$ cat config.mk
export PLATFORM = sky130hd
export DESIGN_NAME = rle_image_run_decoder_unit
export DESIGN_NICKNAME = d
export VERILOG_FILES = /design/src/design/rid_pkg.sv /design/src/design/rid_ctrl.sv /design/src/design/rid_datapath.sv /design/src/design/rle_image_run_decoder_unit.sv
export VERILOG_INCLUDE_DIRS = /design/src /design/src/design
export SDC_FILE = /design/constraint.sdc
export NUM_CORES = 1
export LEC_CHECK = 0
export BUFFER_PORTS_ARGS = -buffer_cell sky130_fd_sc_hd__clkbuf_2
export CAP_MARGIN = 20
export CORE_ASPECT_RATIO = 0.75
export CORE_MARGIN = 3
export CORE_UTILIZATION = 52
export DETAILED_ROUTE_END_ITERATION = 6
export PLACE_DENSITY = 0.67
export SLEW_MARGIN = 20
export SYNTH_ARGS = -nofsm -noshare
export SYNTH_HDL_FRONTEND = slang
export SYNTH_SLANG_ARGS = --single-unit
$ cat constraint.sdc
create_clock -name clock -period 15.19 [get_ports clock]
set_input_delay 3.038 -clock clock [delete_from_list [all_inputs] [get_ports clock]]
set_output_delay 3.038 -clock clock [all_outputs]
set_load 0.05 [all_outputs]
$ cat src/design/rle_image_run_decoder_unit_defines.svh
// Assertion macros used by the run-length decoder top level.
`ifndef RLE_IMAGE_RUN_DECODER_UNIT_DEFINES_SVH
`define RLE_IMAGE_RUN_DECODER_UNIT_DEFINES_SVH

// Consequent checked in the cycle after the antecedent.
`define RID_ASSERT_NEXT(lbl, ante, cons, msg) \
   lbl: assert property (@(posedge clock) disable iff (reset) (ante) |=> (cons)) \
      else $error(msg);

// Consequent checked in the same cycle as the antecedent.
`define RID_ASSERT_NOW(lbl, ante, cons, msg) \
   lbl: assert property (@(posedge clock) disable iff (reset) (ante) |-> (cons)) \
      else $error(msg);

`endif

$ cat src/design/rid_pkg.sv
// Shared types and constants of the run-length image decoder.
package rid_pkg;

   localparam int DEF_MAX_COLUMNS = 4096;
   localparam int DEF_MAX_ROWS    = 4096;

   localparam int CODE_W   = 16;
   localparam int COLOR_W  = 16;
   localparam int LEN_W    = 15;
   localparam int POS_W    = 12;
   localparam int DIM_W    = 13;
   localparam int CSR_IDX_W  = 3;
   localparam int CSR_DATA_W = 16;

   // Divider retires this many quotient bits per cycle.
   localparam int DIVIDEND_W    = 16;
   localparam int DIV_BITS_STEP = 4;
   localparam int DIV_STEPS     = DIVIDEND_W / DIV_BITS_STEP;
   localparam int STEP_W        = $clog2(DIV_STEPS);

   localparam logic [CSR_IDX_W-1:0] CSR_MODE       = 3'd0;
   localparam logic [CSR_IDX_W-1:0] CSR_OBJ_COLOR  = 3'd1;
   localparam logic [CSR_IDX_W-1:0] CSR_BCK_COLOR  = 3'd2;
   localparam logic [CSR_IDX_W-1:0] CSR_LINE_WIDTH = 3'd3;
   localparam logic [CSR_IDX_W-1:0] CSR_LINE_COUNT = 3'd4;

   localparam logic               MODE_ALPHA      = 1'b0;
   localparam logic               MODE_RESET      = 1'b1;
   localparam logic [COLOR_W-1:0] OBJ_COLOR_RESET = 16'hFFFF;
   localparam logic [COLOR_W-1:0] BCK_COLOR_RESET = 16'h0000;
   localparam logic [DIM_W-1:0]   WIDTH_RESET     = 13'd170;
   localparam logic [DIM_W-1:0]   COUNT_RESET     = 13'd320;

   typedef enum logic [1:0] {
      PH_HEADER,
      PH_REPEAT,
      PH_LITERAL
   } phase_type;

   typedef enum logic [1:0] {
      ST_IDLE,
      ST_DIV,
      ST_EMIT
   } state_type;

   typedef struct packed {
      logic accept;
      logic mix;
      logic div_step;
      logic emit;
   } ctrl_cmd_type;

   typedef struct packed {
      logic header_word;
   } dp_status_type;

endpackage

$ cat src/design/rid_ctrl.sv
// Controller state machine of the run-length image decoder.
module rid_ctrl (
   input  logic                   clock,
   input  logic                   reset,
   input  logic                   req_valid,
   output logic                   req_ready,
   output logic                   rsp_valid,
   input  logic                   rsp_ready,
   input  rid_pkg::dp_status_type status,
   output rid_pkg::ctrl_cmd_type  cmd
);
   import rid_pkg::*;

   state_type         state_ff, state_in;
   logic [STEP_W-1:0] step_ff, step_in;
   logic              rsp_valid_ff, rsp_valid_in;

   always_comb begin
      cmd       = '0;
      req_ready = 1'b0;
      case (state_ff)
         ST_IDLE: begin
            req_ready  = 1'b1;
            cmd.accept = req_valid;
         end
         ST_DIV: begin
            cmd.div_step = 1'b1;
            cmd.mix      = (step_ff == '0);
         end
         ST_EMIT: begin
            cmd.emit = !rsp_valid_ff || rsp_ready;
         end
         default: begin
            cmd = '0;
         end
      endcase
   end

   always_comb begin
      state_in = state_ff;
      step_in  = '0;
      case (state_ff)
         ST_IDLE: begin
            if (req_valid && !status.header_word) begin
               state_in = ST_DIV;
            end
         end
         ST_DIV: begin
            step_in = STEP_W'(step_ff + 1'b1);
            if (step_ff == STEP_W'(DIV_STEPS - 1)) begin
               state_in = ST_EMIT;
            end
         end
         ST_EMIT: begin
            if (cmd.emit) begin
               state_in = ST_IDLE;
            end
         end
         default: begin
            state_in = ST_IDLE;
         end
      endcase
   end

   always_comb begin
      rsp_valid_in = rsp_valid_ff;
      if (cmd.emit) begin
         rsp_valid_in = 1'b1;
      end else if (rsp_ready) begin
         rsp_valid_in = 1'b0;
      end
   end

   always_ff @(posedge clock) begin
      if (reset) begin
         state_ff     <= ST_IDLE;
         step_ff      <= '0;
         rsp_valid_ff <= 1'b0;
      end else begin
         state_ff     <= state_in;
         step_ff      <= step_in;
         rsp_valid_ff <= rsp_valid_in;
      end
   end

   assign rsp_valid = rsp_valid_ff;

endmodule

$ cat src/design/rid_datapath.sv
// Datapath of the run-length image decoder: registers, header decode, divider, colour mix.
module rid_datapath #(
   parameter int MAX_COLUMNS = rid_pkg::DEF_MAX_COLUMNS,
   parameter int MAX_ROWS    = rid_pkg::DEF_MAX_ROWS
) (
   input  logic                             clock,
   input  logic                             reset,
   input  logic                             csr_write_enable,
   input  logic [rid_pkg::CSR_IDX_W-1:0]    csr_index,
   input  logic [rid_pkg::CSR_DATA_W-1:0]   csr_write_data,
   input  logic [rid_pkg::CODE_W-1:0]       req_code_word,
   input  logic                             req_start_of_image,
   input  rid_pkg::ctrl_cmd_type            cmd,
   output rid_pkg::dp_status_type           status,
   output logic [rid_pkg::COLOR_W-1:0]      rsp_color,
   output logic [rid_pkg::LEN_W-1:0]        rsp_run_length,
   output logic [rid_pkg::POS_W-1:0]        rsp_start_column,
   output logic [rid_pkg::POS_W-1:0]        rsp_start_row,
   output logic                             rsp_image_end
);
   import rid_pkg::*;

   localparam int COL_W = $clog2(MAX_COLUMNS);
   localparam int ROW_W = $clog2(MAX_ROWS);

   // Configuration registers.
   logic               mode_ff;
   logic [COLOR_W-1:0] obj_ff, bck_ff;
   logic [DIM_W-1:0]   lwidth_ff, lcount_ff;
   logic [DIM_W-1:0]   wdim, hdim;

   // Decoder state.
   phase_type        phase_ff, phase_in;
   logic [LEN_W-1:0] count_ff, count_in;
   logic [COL_W-1:0] col_ff, col_in;
   logic [ROW_W-1:0] row_ff, row_in;

   phase_type        eff_phase;
   logic [LEN_W-1:0] eff_count, run_len, lit_left;
   logic [COL_W-1:0] eff_col;
   logic [ROW_W-1:0] eff_row;
   logic [CODE_W-1:0] hdr_sext, hdr_neg;
   logic [LEN_W-1:0]  hdr_neg_sat;

   // Value word and divider.
   logic [CODE_W-1:0]     word_ff;
   logic [LEN_W-1:0]      len_ff;
   logic [DIVIDEND_W-1:0] quot_ff, quot_in;
   logic [DIM_W-1:0]      rem_ff, rem_in;
   logic [DIM_W:0]        trial;
   logic [ROW_W+DIVIDEND_W:0] new_row;
   logic                  at_end;

   // Colour mix.
   logic [7:0]  alpha, ialpha;
   logic [12:0] rsum_ff, bsum_ff;
   logic [13:0] gsum_ff;
   logic [5:0]  rmix, gmix, bmix;
   logic [COLOR_W-1:0] mixed, color_sel;

   // Result registers.
   logic [COLOR_W-1:0] color_ff;
   logic [LEN_W-1:0]   rlen_ff;
   logic [POS_W-1:0]   scol_ff, srow_ff;
   logic               end_ff;

   function automatic logic [5:0] div255(input logic [13:0] s);
      logic [14:0] x;
      logic [14:0] y;
      x = 15'(s) + 15'd127;
      y = 15'(x + (x >> 8) + 15'd1);
      return 6'(y >> 8);
   endfunction

   always_ff @(posedge clock) begin
      if (reset) begin
         mode_ff   <= MODE_RESET;
         obj_ff    <= OBJ_COLOR_RESET;
         bck_ff    <= BCK_COLOR_RESET;
         lwidth_ff <= WIDTH_RESET;
         lcount_ff <= COUNT_RESET;
      end else if (csr_write_enable) begin
         case (csr_index)
            CSR_MODE:       mode_ff   <= csr_write_data[0];
            CSR_OBJ_COLOR:  obj_ff    <= csr_write_data;
            CSR_BCK_COLOR:  bck_ff    <= csr_write_data;
            CSR_LINE_WIDTH: lwidth_ff <= csr_write_data[DIM_W-1:0];
            CSR_LINE_COUNT: lcount_ff <= csr_write_data[DIM_W-1:0];
            default: begin
            end
         endcase
      end
   end

   always_comb begin
      if (lwidth_ff == '0) begin
         wdim = DIM_W'(1);
      end else if (lwidth_ff > DIM_W'(MAX_COLUMNS)) begin
         wdim = DIM_W'(MAX_COLUMNS);
      end else begin
         wdim = lwidth_ff;
      end
      if (lcount_ff == '0) begin
         hdim = DIM_W'(1);
      end else if (lcount_ff > DIM_W'(MAX_ROWS)) begin
         hdim = DIM_W'(MAX_ROWS);
      end else begin
         hdim = lcount_ff;
      end
   end

   // Start of image clears phase, count and position ahead of the word.
   always_comb begin
      eff_phase = req_start_of_image ? PH_HEADER : phase_ff;
      eff_count = req_start_of_image ? '0 : count_ff;
      eff_col   = req_start_of_image ? '0 : col_ff;
      eff_row   = req_start_of_image ? '0 : row_ff;
      status.header_word = (eff_phase == PH_HEADER);

      hdr_sext    = mode_ff ? req_code_word : {{8{req_code_word[7]}}, req_code_word[7:0]};
      hdr_neg     = CODE_W'(CODE_W'(0) - hdr_sext);
      hdr_neg_sat = hdr_neg[CODE_W-1] ? {LEN_W{1'b1}} : hdr_neg[LEN_W-1:0];

      if (eff_phase == PH_REPEAT) begin
         run_len = (eff_count == '0) ? LEN_W'(1) : eff_count;
      end else begin
         run_len = LEN_W'(1);
      end
      lit_left = (eff_count == '0) ? '0 : LEN_W'(eff_count - 1'b1);
   end

   always_comb begin
      phase_in = phase_ff;
      count_in = count_ff;
      if (cmd.accept) begin
         phase_in = eff_phase;
         count_in = eff_count;
         case (eff_phase)
            PH_HEADER: begin
               if (hdr_sext[CODE_W-1]) begin
                  phase_in = PH_LITERAL;
                  count_in = hdr_neg_sat;
               end else if (hdr_sext[LEN_W-1:0] != '0) begin
                  phase_in = PH_REPEAT;
                  count_in = hdr_sext[LEN_W-1:0];
               end
            end
            PH_REPEAT: begin
               phase_in = PH_HEADER;
               count_in = '0;
            end
            default: begin
               count_in = lit_left;
               if (lit_left == '0) begin
                  phase_in = PH_HEADER;
               end
            end
         endcase
      end
   end

   // Four restoring steps of (column + length) / width per cycle.
   always_comb begin
      quot_in = quot_ff;
      rem_in  = rem_ff;
      trial   = '0;
      if (cmd.accept) begin
         quot_in = DIVIDEND_W'(eff_col) + DIVIDEND_W'(run_len);
         rem_in  = '0;
      end else if (cmd.div_step) begin
         for (int i = 0; i < DIV_BITS_STEP; i++) begin
            trial   = {rem_in, quot_in[DIVIDEND_W-1]};
            quot_in = {quot_in[DIVIDEND_W-2:0], 1'b0};
            if (trial >= {1'b0, wdim}) begin
               rem_in     = DIM_W'(trial - {1'b0, wdim});
               quot_in[0] = 1'b1;
            end else begin
               rem_in = trial[DIM_W-1:0];
            end
         end
      end
   end

   // The run reaches the image end exactly when row + quotient >= height.
   always_comb begin
      new_row = (ROW_W+DIVIDEND_W+1)'(row_ff) + (ROW_W+DIVIDEND_W+1)'(quot_ff);
      at_end  = (new_row >= (ROW_W+DIVIDEND_W+1)'(hdim));
      col_in  = col_ff;
      row_in  = row_ff;
      if (cmd.accept) begin
         col_in = eff_col;
         row_in = eff_row;
      end else if (cmd.emit) begin
         col_in = at_end ? '0 : rem_ff[COL_W-1:0];
         row_in = at_end ? '0 : new_row[ROW_W-1:0];
      end
   end

   always_comb begin
      alpha     = word_ff[7:0];
      ialpha    = ~alpha;
      rmix      = div255({1'b0, rsum_ff});
      gmix      = div255(gsum_ff);
      bmix      = div255({1'b0, bsum_ff});
      mixed     = {rmix[4:0], gmix, bmix[4:0]};
      color_sel = (mode_ff == MODE_ALPHA) ? mixed : word_ff;
   end

   always_ff @(posedge clock) begin
      if (reset) begin
         phase_ff <= PH_HEADER;
         count_ff <= '0;
         col_ff   <= '0;
         row_ff   <= '0;
      end else begin
         phase_ff <= phase_in;
         count_ff <= count_in;
         col_ff   <= col_in;
         row_ff   <= row_in;
      end
   end

   always_ff @(posedge clock) begin
      quot_ff <= quot_in;
      rem_ff  <= rem_in;
      if (cmd.accept) begin
         word_ff <= req_code_word;
         len_ff  <= run_len;
      end
      if (cmd.mix) begin
         rsum_ff <= 13'(13'(obj_ff[15:11]) * 13'(alpha) + 13'(bck_ff[15:11]) * 13'(ialpha));
         gsum_ff <= 14'(14'(obj_ff[10:5]) * 14'(alpha) + 14'(bck_ff[10:5]) * 14'(ialpha));
         bsum_ff <= 13'(13'(obj_ff[4:0]) * 13'(alpha) + 13'(bck_ff[4:0]) * 13'(ialpha));
      end
      if (cmd.emit) begin
         color_ff <= color_sel;
         rlen_ff  <= len_ff;
         scol_ff  <= POS_W'(col_ff);
         srow_ff  <= POS_W'(row_ff);
         end_ff   <= at_end;
      end
   end

   assign rsp_color        = color_ff;
   assign rsp_run_length   = rlen_ff;
   assign rsp_start_column = scol_ff;
   assign rsp_start_row    = srow_ff;
   assign rsp_image_end    = end_ff;

endmodule

$ cat src/design/rle_image_run_decoder_unit.sv
// Top level of the run-length image decoder, a controller and a datapath.
// A header beat is taken without leaving the idle state, so the input stays ready.
// A value beat passes through acceptance, the divider steps for (column + length) / width
// at four quotient bits per cycle, then the output register load, held while a result is unread.
// Reset is synchronous and returns configuration and position to defaults; there is no clearing pass.
`include "rle_image_run_decoder_unit_defines.svh"
module rle_image_run_decoder_unit #(
   parameter int MAX_COLUMNS = rid_pkg::DEF_MAX_COLUMNS,
   parameter int MAX_ROWS    = rid_pkg::DEF_MAX_ROWS
) (
   input  logic                           clock,
   input  logic                           reset,
   input  logic                           csr_write_enable,
   input  logic [rid_pkg::CSR_IDX_W-1:0]  csr_index,
   input  logic [rid_pkg::CSR_DATA_W-1:0] csr_write_data,
   input  logic                           req_valid,
   output logic                           req_ready,
   input  logic [rid_pkg::CODE_W-1:0]     req_code_word,
   input  logic                           req_start_of_image,
   output logic                           rsp_valid,
   input  logic                           rsp_ready,
   output logic [rid_pkg::COLOR_W-1:0]    rsp_color,
   output logic [rid_pkg::LEN_W-1:0]      rsp_run_length,
   output logic [rid_pkg::POS_W-1:0]      rsp_start_column,
   output logic [rid_pkg::POS_W-1:0]      rsp_start_row,
   output logic                           rsp_image_end
);
   import rid_pkg::*;

   ctrl_cmd_type  cmd;
   dp_status_type status;

   // The controller sequences each value beat through the shared divider and
   // owns the result handshake. The output register lets a new input beat be
   // taken while the previous result still waits for the consumer.
   rid_ctrl u_ctrl (
      .clock     (clock),
      .reset     (reset),
      .req_valid (req_valid),
      .req_ready (req_ready),
      .rsp_valid (rsp_valid),
      .rsp_ready (rsp_ready),
      .status    (status),
      .cmd       (cmd)
   );

   // The datapath holds the configuration, the decoder phase and the current
   // position. Rather than multiplying out the linear pixel index, it divides
   // column plus run length by the width: the quotient advances the row, the
   // remainder is the new column, and the image end is reached once the new
   // row is at or beyond the configured height.
   rid_datapath #(
      .MAX_COLUMNS (MAX_COLUMNS),
      .MAX_ROWS    (MAX_ROWS)
   ) u_datapath (
      .clock              (clock),
      .reset              (reset),
      .csr_write_enable   (csr_write_enable),
      .csr_index          (csr_index),
      .csr_write_data     (csr_write_data),
      .req_code_word      (req_code_word),
      .req_start_of_image (req_start_of_image),
      .cmd                (cmd),
      .status             (status),
      .rsp_color          (rsp_color),
      .rsp_run_length     (rsp_run_length),
      .rsp_start_column   (rsp_start_column),
      .rsp_start_row      (rsp_start_row),
      .rsp_image_end      (rsp_image_end)
   );

   // A header beat never makes the block busy.
   `RID_ASSERT_NEXT(a_header_one_cycle, req_valid && req_ready && status.header_word, req_ready, "header beat stalled the input")
   // A value beat always occupies the divider for the following cycles.
   `RID_ASSERT_NEXT(a_value_busy, req_valid && req_ready && !status.header_word, !req_ready, "input ready during division")
   // Every run covers at least one pixel.
   `RID_ASSERT_NOW(a_len_nonzero, rsp_valid, rsp_run_length != '0, "zero length run")
   // The start column stays inside the largest supported line.
   `RID_ASSERT_NOW(a_col_bound, rsp_valid, rsp_start_column < MAX_COLUMNS, "column beyond line limit")

endmodule
==> flow_metrics.env, run 1 <==
export IMPL_syn_area_per_cell_um2=9.28
export IMPL_power_density_nw_per_um2=213
export IMPL_numCtsBuffers=29
export IMPL_fin_crit_sh_pct=70.0
export IMPL_yosys_area_top_type="edfxtp_1"
export IMPL_syn_inst=2538
export IMPL_slowest_stage="nor2_1"
export IMPL_critPathLaunchType="register"
export IMPL_synth_ff_latch_count=261
export IMPL_critPathMaxStageDelay_ns=0.62
export IMPL_reg2reg_from="u_datapath.lwidth_ff[1]$_SDFFE_PP1P_"
export IMPL_firstDrtPassIters=6
export IMPL_grt_max_degree=85
export IMPL_peakVddDrop_mv=0.269
export IMPL_start_util_pct=53.5
export IMPL_max_freq_mhz=94.1
export IMPL_clk_pin_slew_ns=0.06
export IMPL_drive_gt1_share_pct=8.66
export IMPL_drt_iter0_markers=1653
export IMPL_die_width_um=252
export IMPL_synthMuxAreaShare_pct=1.56
export IMPL_ys_types=87
export IMPL_tightestPinTransition_ns=0.981
export IMPL_synthToLayoutAreaGrowth_pct=8.28
export IMPL_viasPerCell=5.78
export IMPL_instances_no_fill=3189
export IMPL_crit_type="register to register"
export IMPL_final_max_slew_violation_count=0
export IMPL_antenna_found_initial=1
export IMPL_num_vias=18400
export IMPL_place_port_buffers=98
export IMPL_cts_resized=0
export IMPL_dieArea_um2=47900
export IMPL_place_hpwl_mm=46.1
export IMPL_ys_seq_area_share_pct=28.2
export IMPL_arrival_ns=11.16
export IMPL_grt_total_usage_pct=25.9
export IMPL_yosys_most_used_dff="edfxtp_1"
export IMPL_tns_ns=0
export IMPL_nets=3027
export IMPL_coreArea_um2=44000
export IMPL_overflow=0
export IMPL_synth_edf_count=143
export IMPL_cts_max_path_buffers=3
export IMPL_yosysTopAreaCellShare_pct=18.2
export IMPL_place_gp_congestion=0.927
export IMPL_clock_sinks=261
export IMPL_synthArstFlopShare_pct=0
export IMPL_routed_wirelength_mm=61.3
export IMPL_hold_viol_final=0
export IMPL_min_delay_start="u_datapath.len_ff[13]$_DFFE_PP_"
export IMPL_fin_worst_skew_ns=0.0180
export IMPL_synthXorXnorAreaFrac_pct=5.72
export IMPL_drtAntennaViolNets=0
export IMPL_synth_warnings=0
export IMPL_finalWorstSetupSlack_ns=4.56
export IMPL_yosys_area_share_adder_pct=27.0
export IMPL_layout_commonest_cell="nand2_1"
export IMPL_cts_hold_fix_buffers=0
export IMPL_required_ns=15.72
export IMPL_drc_errors=0
export IMPL_rsz0062_at_grt="false"
export IMPL_p_leak_nw=11.3
export IMPL_status="completed"
export IMPL_pre_cts_ws_ns=4.65
export IMPL_setup_viol=0
export IMPL_cts_setup_buffers=0
export IMPL_cp_max_fo=22
export IMPL_netlist_area_um2=23600
export IMPL_crit_path_start="u_datapath.lwidth_ff[1]$_SDFFE_PP1P_"
export IMPL_endpoint_kind="register"
export IMPL_io_pins=99
export IMPL_p_total_mw=5.44
export IMPL_cap_violations=0
export IMPL_die_h_um=190
export IMPL_clock_latency_ns=0.58
export IMPL_wire_per_inst_um=19.2
export IMPL_place_inst=3134
export IMPL_grt_pass1_wl_mm=99.3
export IMPL_cts_tree="built"
export IMPL_synth_compound_area_share_pct=12.7
export IMPL_synth_top_family_by_area="adder cells"
export IMPL_synthSimpleGateAreaFrac_pct=19.1
export IMPL_fin_crit_ns=10.63
export IMPL_hp_class="register to register"
export IMPL_htreeDepth=1
export IMPL_final_cell_mix="329 x nand2_1, 238 x inv_1, 217 x ha_1"
export IMPL_root_buffer="clkbuf_16"
export IMPL_synth_area_top_cells="edfxtp_1 18%, fa_1 15%, ha_1 12%"
export IMPL_slew_headroom_pct=34.6
export IMPL_rows=66
export IMPL_grt_pass1_vias=18500
path summary, 6_finish.rpt:
path,end,slack (ns),cells past startpoint
setup / recovery,u_datapath.rem_ff[11]$_SDFFE_PP0P_,4.56,38
hold / removal,u_datapath.rsp_run_length[13]$_DFFE_PP_,0.42,0
hold reg to reg,u_datapath.rsp_run_length[13]$_DFFE_PP_,0.42,0
setup reg to reg,u_datapath.rem_ff[11]$_SDFFE_PP0P_,4.56,38
layout make-up:
type	instances	area (µm²)
repair buffers	116	626
flip-flops and latches	261	6660
well taps	578	723
diodes	1	2.50
fillers	3842	18500
clock buffers	45	891
multi-input cells	1939	15600
clock inverters	9	119
inverters	240	901
layer usage:
| metal | global-route usage, % | wire length [µm] | vias up |
|---|---|---|---|
| met5 | 0 | 0 | - |
| met4 | 7.12 | 1620 | 0 |
| met3 | 3.72 | 4040 | 92 |
| met2 | 40.8 | 27200 | 607 |
| met1 | 37.5 | 28500 | 8987 |
| li1 | - | - | 8733 |
synthesized netlist by cell type (15+ instances only):
| master | number |
|---|---|
| nand2_1 | 329 |
| inv_1 | 239 |
| ha_1 | 217 |
| fa_1 | 182 |
| a21oi_1 | 150 |
| edfxtp_1 | 143 |
| nor2_1 | 129 |
| dfxtp_1 | 118 |
| xnor2_1 | 110 |
| nor2b_1 | 94 |
| nand2b_1 | 83 |
| o21ai_0 | 83 |
| clkbuf_1 | 82 |
| and2_1 | 64 |
| nor3_1 | 58 |
| xor2_1 | 44 |
| a21o_1 | 33 |
| a22o_1 | 27 |
| nand3b_1 | 26 |
| mux2_2 | 23 |
| nand3_1 | 21 |
| a211oi_1 | 19 |
| nor4_1 | 15 |
| o21bai_1 | 15 |
| o31ai_1 | 15 |
power breakdown:
| part | internal, mW | switching (mW) |
|---|---|---|
| Clock | 0.441 | 0.306 |
| Sequential | 0.867 | 0.0650 |
| Combinational | 1.65 | 2.11 |
| Total | 2.96 | 2.48 |
sequential cells by signal, indices dropped and copies added (netlist names), 14 cells and up:
signal                     flops
u_datapath.obj_ff             16
u_datapath.rsp_color          16
u_datapath.len_ff             15
u_datapath.gsum_ff            14
u_datapath.quot_ff            16
u_datapath.bck_ff             16
u_datapath.rsp_run_length     15
u_datapath.count_ff           15
u_datapath.word_ff            16
metrics by stage:
| step | cell area, µm² | util [%] | hold WS, ns |
|---|---|---|---|
| 2_1_floorplan | 23600 | - | 0.400 |
| 3_3_place_gp | 24500 | 55.7 | 0.407 |
| 3_5_place_dp | 24500 | 55.7 | 0.405 |
| 4_1_cts | 25500 | 58.0 | 0.420 |
| 5_1_grt | 25500 | 58.0 | 0.426 |
| 6_report | 25500 | 58.0 | 0.420 |
logic make-up (layout without fill, tap and decap cells):
logic type      Yosys count  in the layout
other cells               1              4
flops                   261            261
xor+xnor                154            154
buf+inv                 340            410
fa+ha+maj               399            399
mux                      32             32
simple gates            898            898
compound gates          453            453
worst max-delay path, delay by kind of cell (launching register included):
| family | cells | cell delay, ns |
|---|---|---|
| compound gates | 19 | 4.84 |
| simple gates | 10 | 2.75 |
| mux | 3 | 0.77 |
| buf+inv | 1 | 0.06 |
| fa+ha+maj | 5 | 1.79 |
| flops | 1 | 0.33 |
(Power assumes the default switching activity.)
==> run 2, diff against run 1 <==
- clock period: 15.19 -> 11 ns (I/O delays scaled with it)
==> flow_metrics.env, run 2 (synthesis gave the netlist of run 1 again) <==
export IMPL_status="completed"
export IMPL_drive_gt1_share_pct=9.10
export IMPL_fin_crit_sh_pct=93.3
export IMPL_final_cell_mix="329 x nand2_1, 238 x inv_1, 217 x ha_1"
export IMPL_worstSetupEndpoint="u_datapath.rem_ff[3]$_SDFFE_PP0P_"
export IMPL_met3WireLength_mm=4.07
export IMPL_final_max_slew_violation_count=0
export IMPL_tightestPinTransition_ns=1.02
export IMPL_p_total_mw=7.57
export IMPL_p_leak_nw=11.3
export IMPL_slew_headroom_pct=31.9
export IMPL_coreArea_um2=44000
export IMPL_min_path_cells=0
export IMPL_cts_setup_buffers=0
export IMPL_r2r_end="u_datapath.rem_ff[3]$_SDFFE_PP0P_"
export IMPL_die_h_um=190
export IMPL_max_freq_mhz=97.5
export IMPL_arrival_ns=10.80
export IMPL_nets=3030
export IMPL_drt_iter0_markers=1735
export IMPL_reg2reg_depth=39
export IMPL_crit_type="register to register"
export IMPL_clock_latency_ns=0.60
export IMPL_critPathMaxStageDelay_ns=0.52
export IMPL_drc_errors=0
export IMPL_fillers=3805
export IMPL_crit_path_start="u_datapath.lwidth_ff[1]$_SDFFE_PP1P_"
export IMPL_grt_total_usage_pct=25.9
export IMPL_rsz0062_at_grt="false"
export IMPL_crit_family="compound AO/OA/AOI/OAI gates"
export IMPL_cts_resized=0
export IMPL_path_buf_inv=2
export IMPL_cp_max_fo=22
export IMPL_m1WireLength_mm=28.3
export IMPL_hold_viol_final=0
export IMPL_overflow=0
export IMPL_cts_tree="built"
export IMPL_wire_per_inst_um=19.3
export IMPL_drtAntennaViolNets=0
export IMPL_die_width_um=252
export IMPL_fin_area_um2=25600
export IMPL_reg2reg_from="u_datapath.lwidth_ff[1]$_SDFFE_PP1P_"
export IMPL_start_util_pct=53.5
export IMPL_firstDrtPassIters=5
export IMPL_place_gp_congestion=0.924
export IMPL_grt_pass1_vias=18600
export IMPL_setup_viol=0
export IMPL_numCtsBuffers=30
export IMPL_worst_r2r_setup_slack_ns=0.74
export IMPL_top_layer="met4"
export IMPL_slowest_stage="or3b_4"
export IMPL_antenna_found_initial=4
export IMPL_root_buffer="clkbuf_16"
export IMPL_holdWs_ns=0.420
export IMPL_place_port_buffers=98
export IMPL_fin_worst_skew_ns=0.0316
export IMPL_power_density_nw_per_um2=296
export IMPL_fin_crit_ns=10.26
export IMPL_grt_max_degree=85
export IMPL_clock_sinks=261
export IMPL_finalWorstSetupSlack_ns=0.738
export IMPL_wl_met2_mm=27.4
export IMPL_hp_class="register to register"
export IMPL_cap_violations=0
export IMPL_num_vias=18600
export IMPL_clk_pin_slew_ns=0.07
export IMPL_peakVddDrop_mv=0.427
export IMPL_rows=66
export IMPL_placed_area_um2=24500
export IMPL_crit_top_cell="o21ai_0"
export IMPL_io_pins=99
export IMPL_critPathLaunchType="register"
export IMPL_tns_ns=0
export IMPL_viasPerCell=5.83
export IMPL_crit_cells=39
export IMPL_cts_hold_fix_buffers=0
export IMPL_endpoint_kind="register"
export IMPL_dieArea_um2=47900
export IMPL_synthToLayoutAreaGrowth_pct=8.50
export IMPL_cts_max_path_buffers=3
export IMPL_grt_pass1_wl_mm=99.4
export IMPL_required_ns=11.54
export IMPL_pre_cts_ws_ns=0.943
export IMPL_htreeDepth=1
export IMPL_routed_wirelength_mm=61.6
export IMPL_place_hpwl_mm=46.3
export IMPL_layout_commonest_cell="nand2_1"
==> run 2: cell count changes in the layout (fill, tap and decap cells not counted), sizes merged <==
cell,previous run,this run
buf,18,20
clkinv,3,5
clkinvlp,1,3
diode,1,4
inv,243,249
clkbuf,143,137
bufinv,2,0
==> run 2: worst reg2reg max path, delay by kind of cell, from the launching register on <==
kind | cells | cell delay [ns]
compound gates | 19 | 4.69
buf+inv | 2 | 0.30
flops | 1 | 0.33
fa+ha+maj | 5 | 1.52
mux | 3 | 0.86
simple gates | 10 | 2.56
==> run 2: area by class of cell <==
type,count,area (µm²),share of cell area (%)
clock buffer,39,891,3.48
tap,578,723,2.83
timing repair buffer,118,641,2.51
antenna,4,10.0,0.0392
clock inverter,17,148,0.577
sequential,261,6660,26.0
inverter,240,901,3.52
multi-input combinational,1939,15600,61.0
==> run 2: report_power, final <==
group          leakage [nW]  internal [mW]  switching [mW]
combinational          8.50           2.31            2.94
sequential             2.32           1.20          0.0906
clock                 0.510          0.584           0.452
==> run 2: per-layer routing <==
layer  global-route usage [%]  vias up
met1                     37.2     9198
li1                         -     8736
met5                        0        -
met4                     7.43        0
met2                     41.1      598
met3                     3.57      101
==> run 2: how the worst min path moves through the flow <==
| stage | startpoint | end | slack (ns) |
|---|---|---|---|
| after floorplan | u_datapath.len_ff[0]$_DFFE_PP_ | u_datapath.rsp_run_length[0]$_DFFE_PP_ | 0.40 |
| after global routing | u_datapath.len_ff[7]$_DFFE_PP_ | u_datapath.rsp_run_length[7]$_DFFE_PP_ | 0.43 |
| after global placement | u_datapath.len_ff[8]$_DFFE_PP_ | u_datapath.rsp_run_length[8]$_DFFE_PP_ | 0.41 |
| final | u_datapath.len_ff[7]$_DFFE_PP_ | u_datapath.rsp_run_length[7]$_DFFE_PP_ | 0.42 |
| after detailed placement | u_datapath.len_ff[6]$_DFFE_PP_ | u_datapath.rsp_run_length[6]$_DFFE_PP_ | 0.41 |
| after CTS | u_datapath.len_ff[7]$_DFFE_PP_ | u_datapath.rsp_run_length[7]$_DFFE_PP_ | 0.42 |
==> run 2: stage by stage <==
stage               utilization (%)  std cells
CTS                            58.1       3192
global route                   58.1       3196
finish                         58.1       3196
floorplan                         -       2540
detailed placement             55.7       3136
global placement               55.7       3136
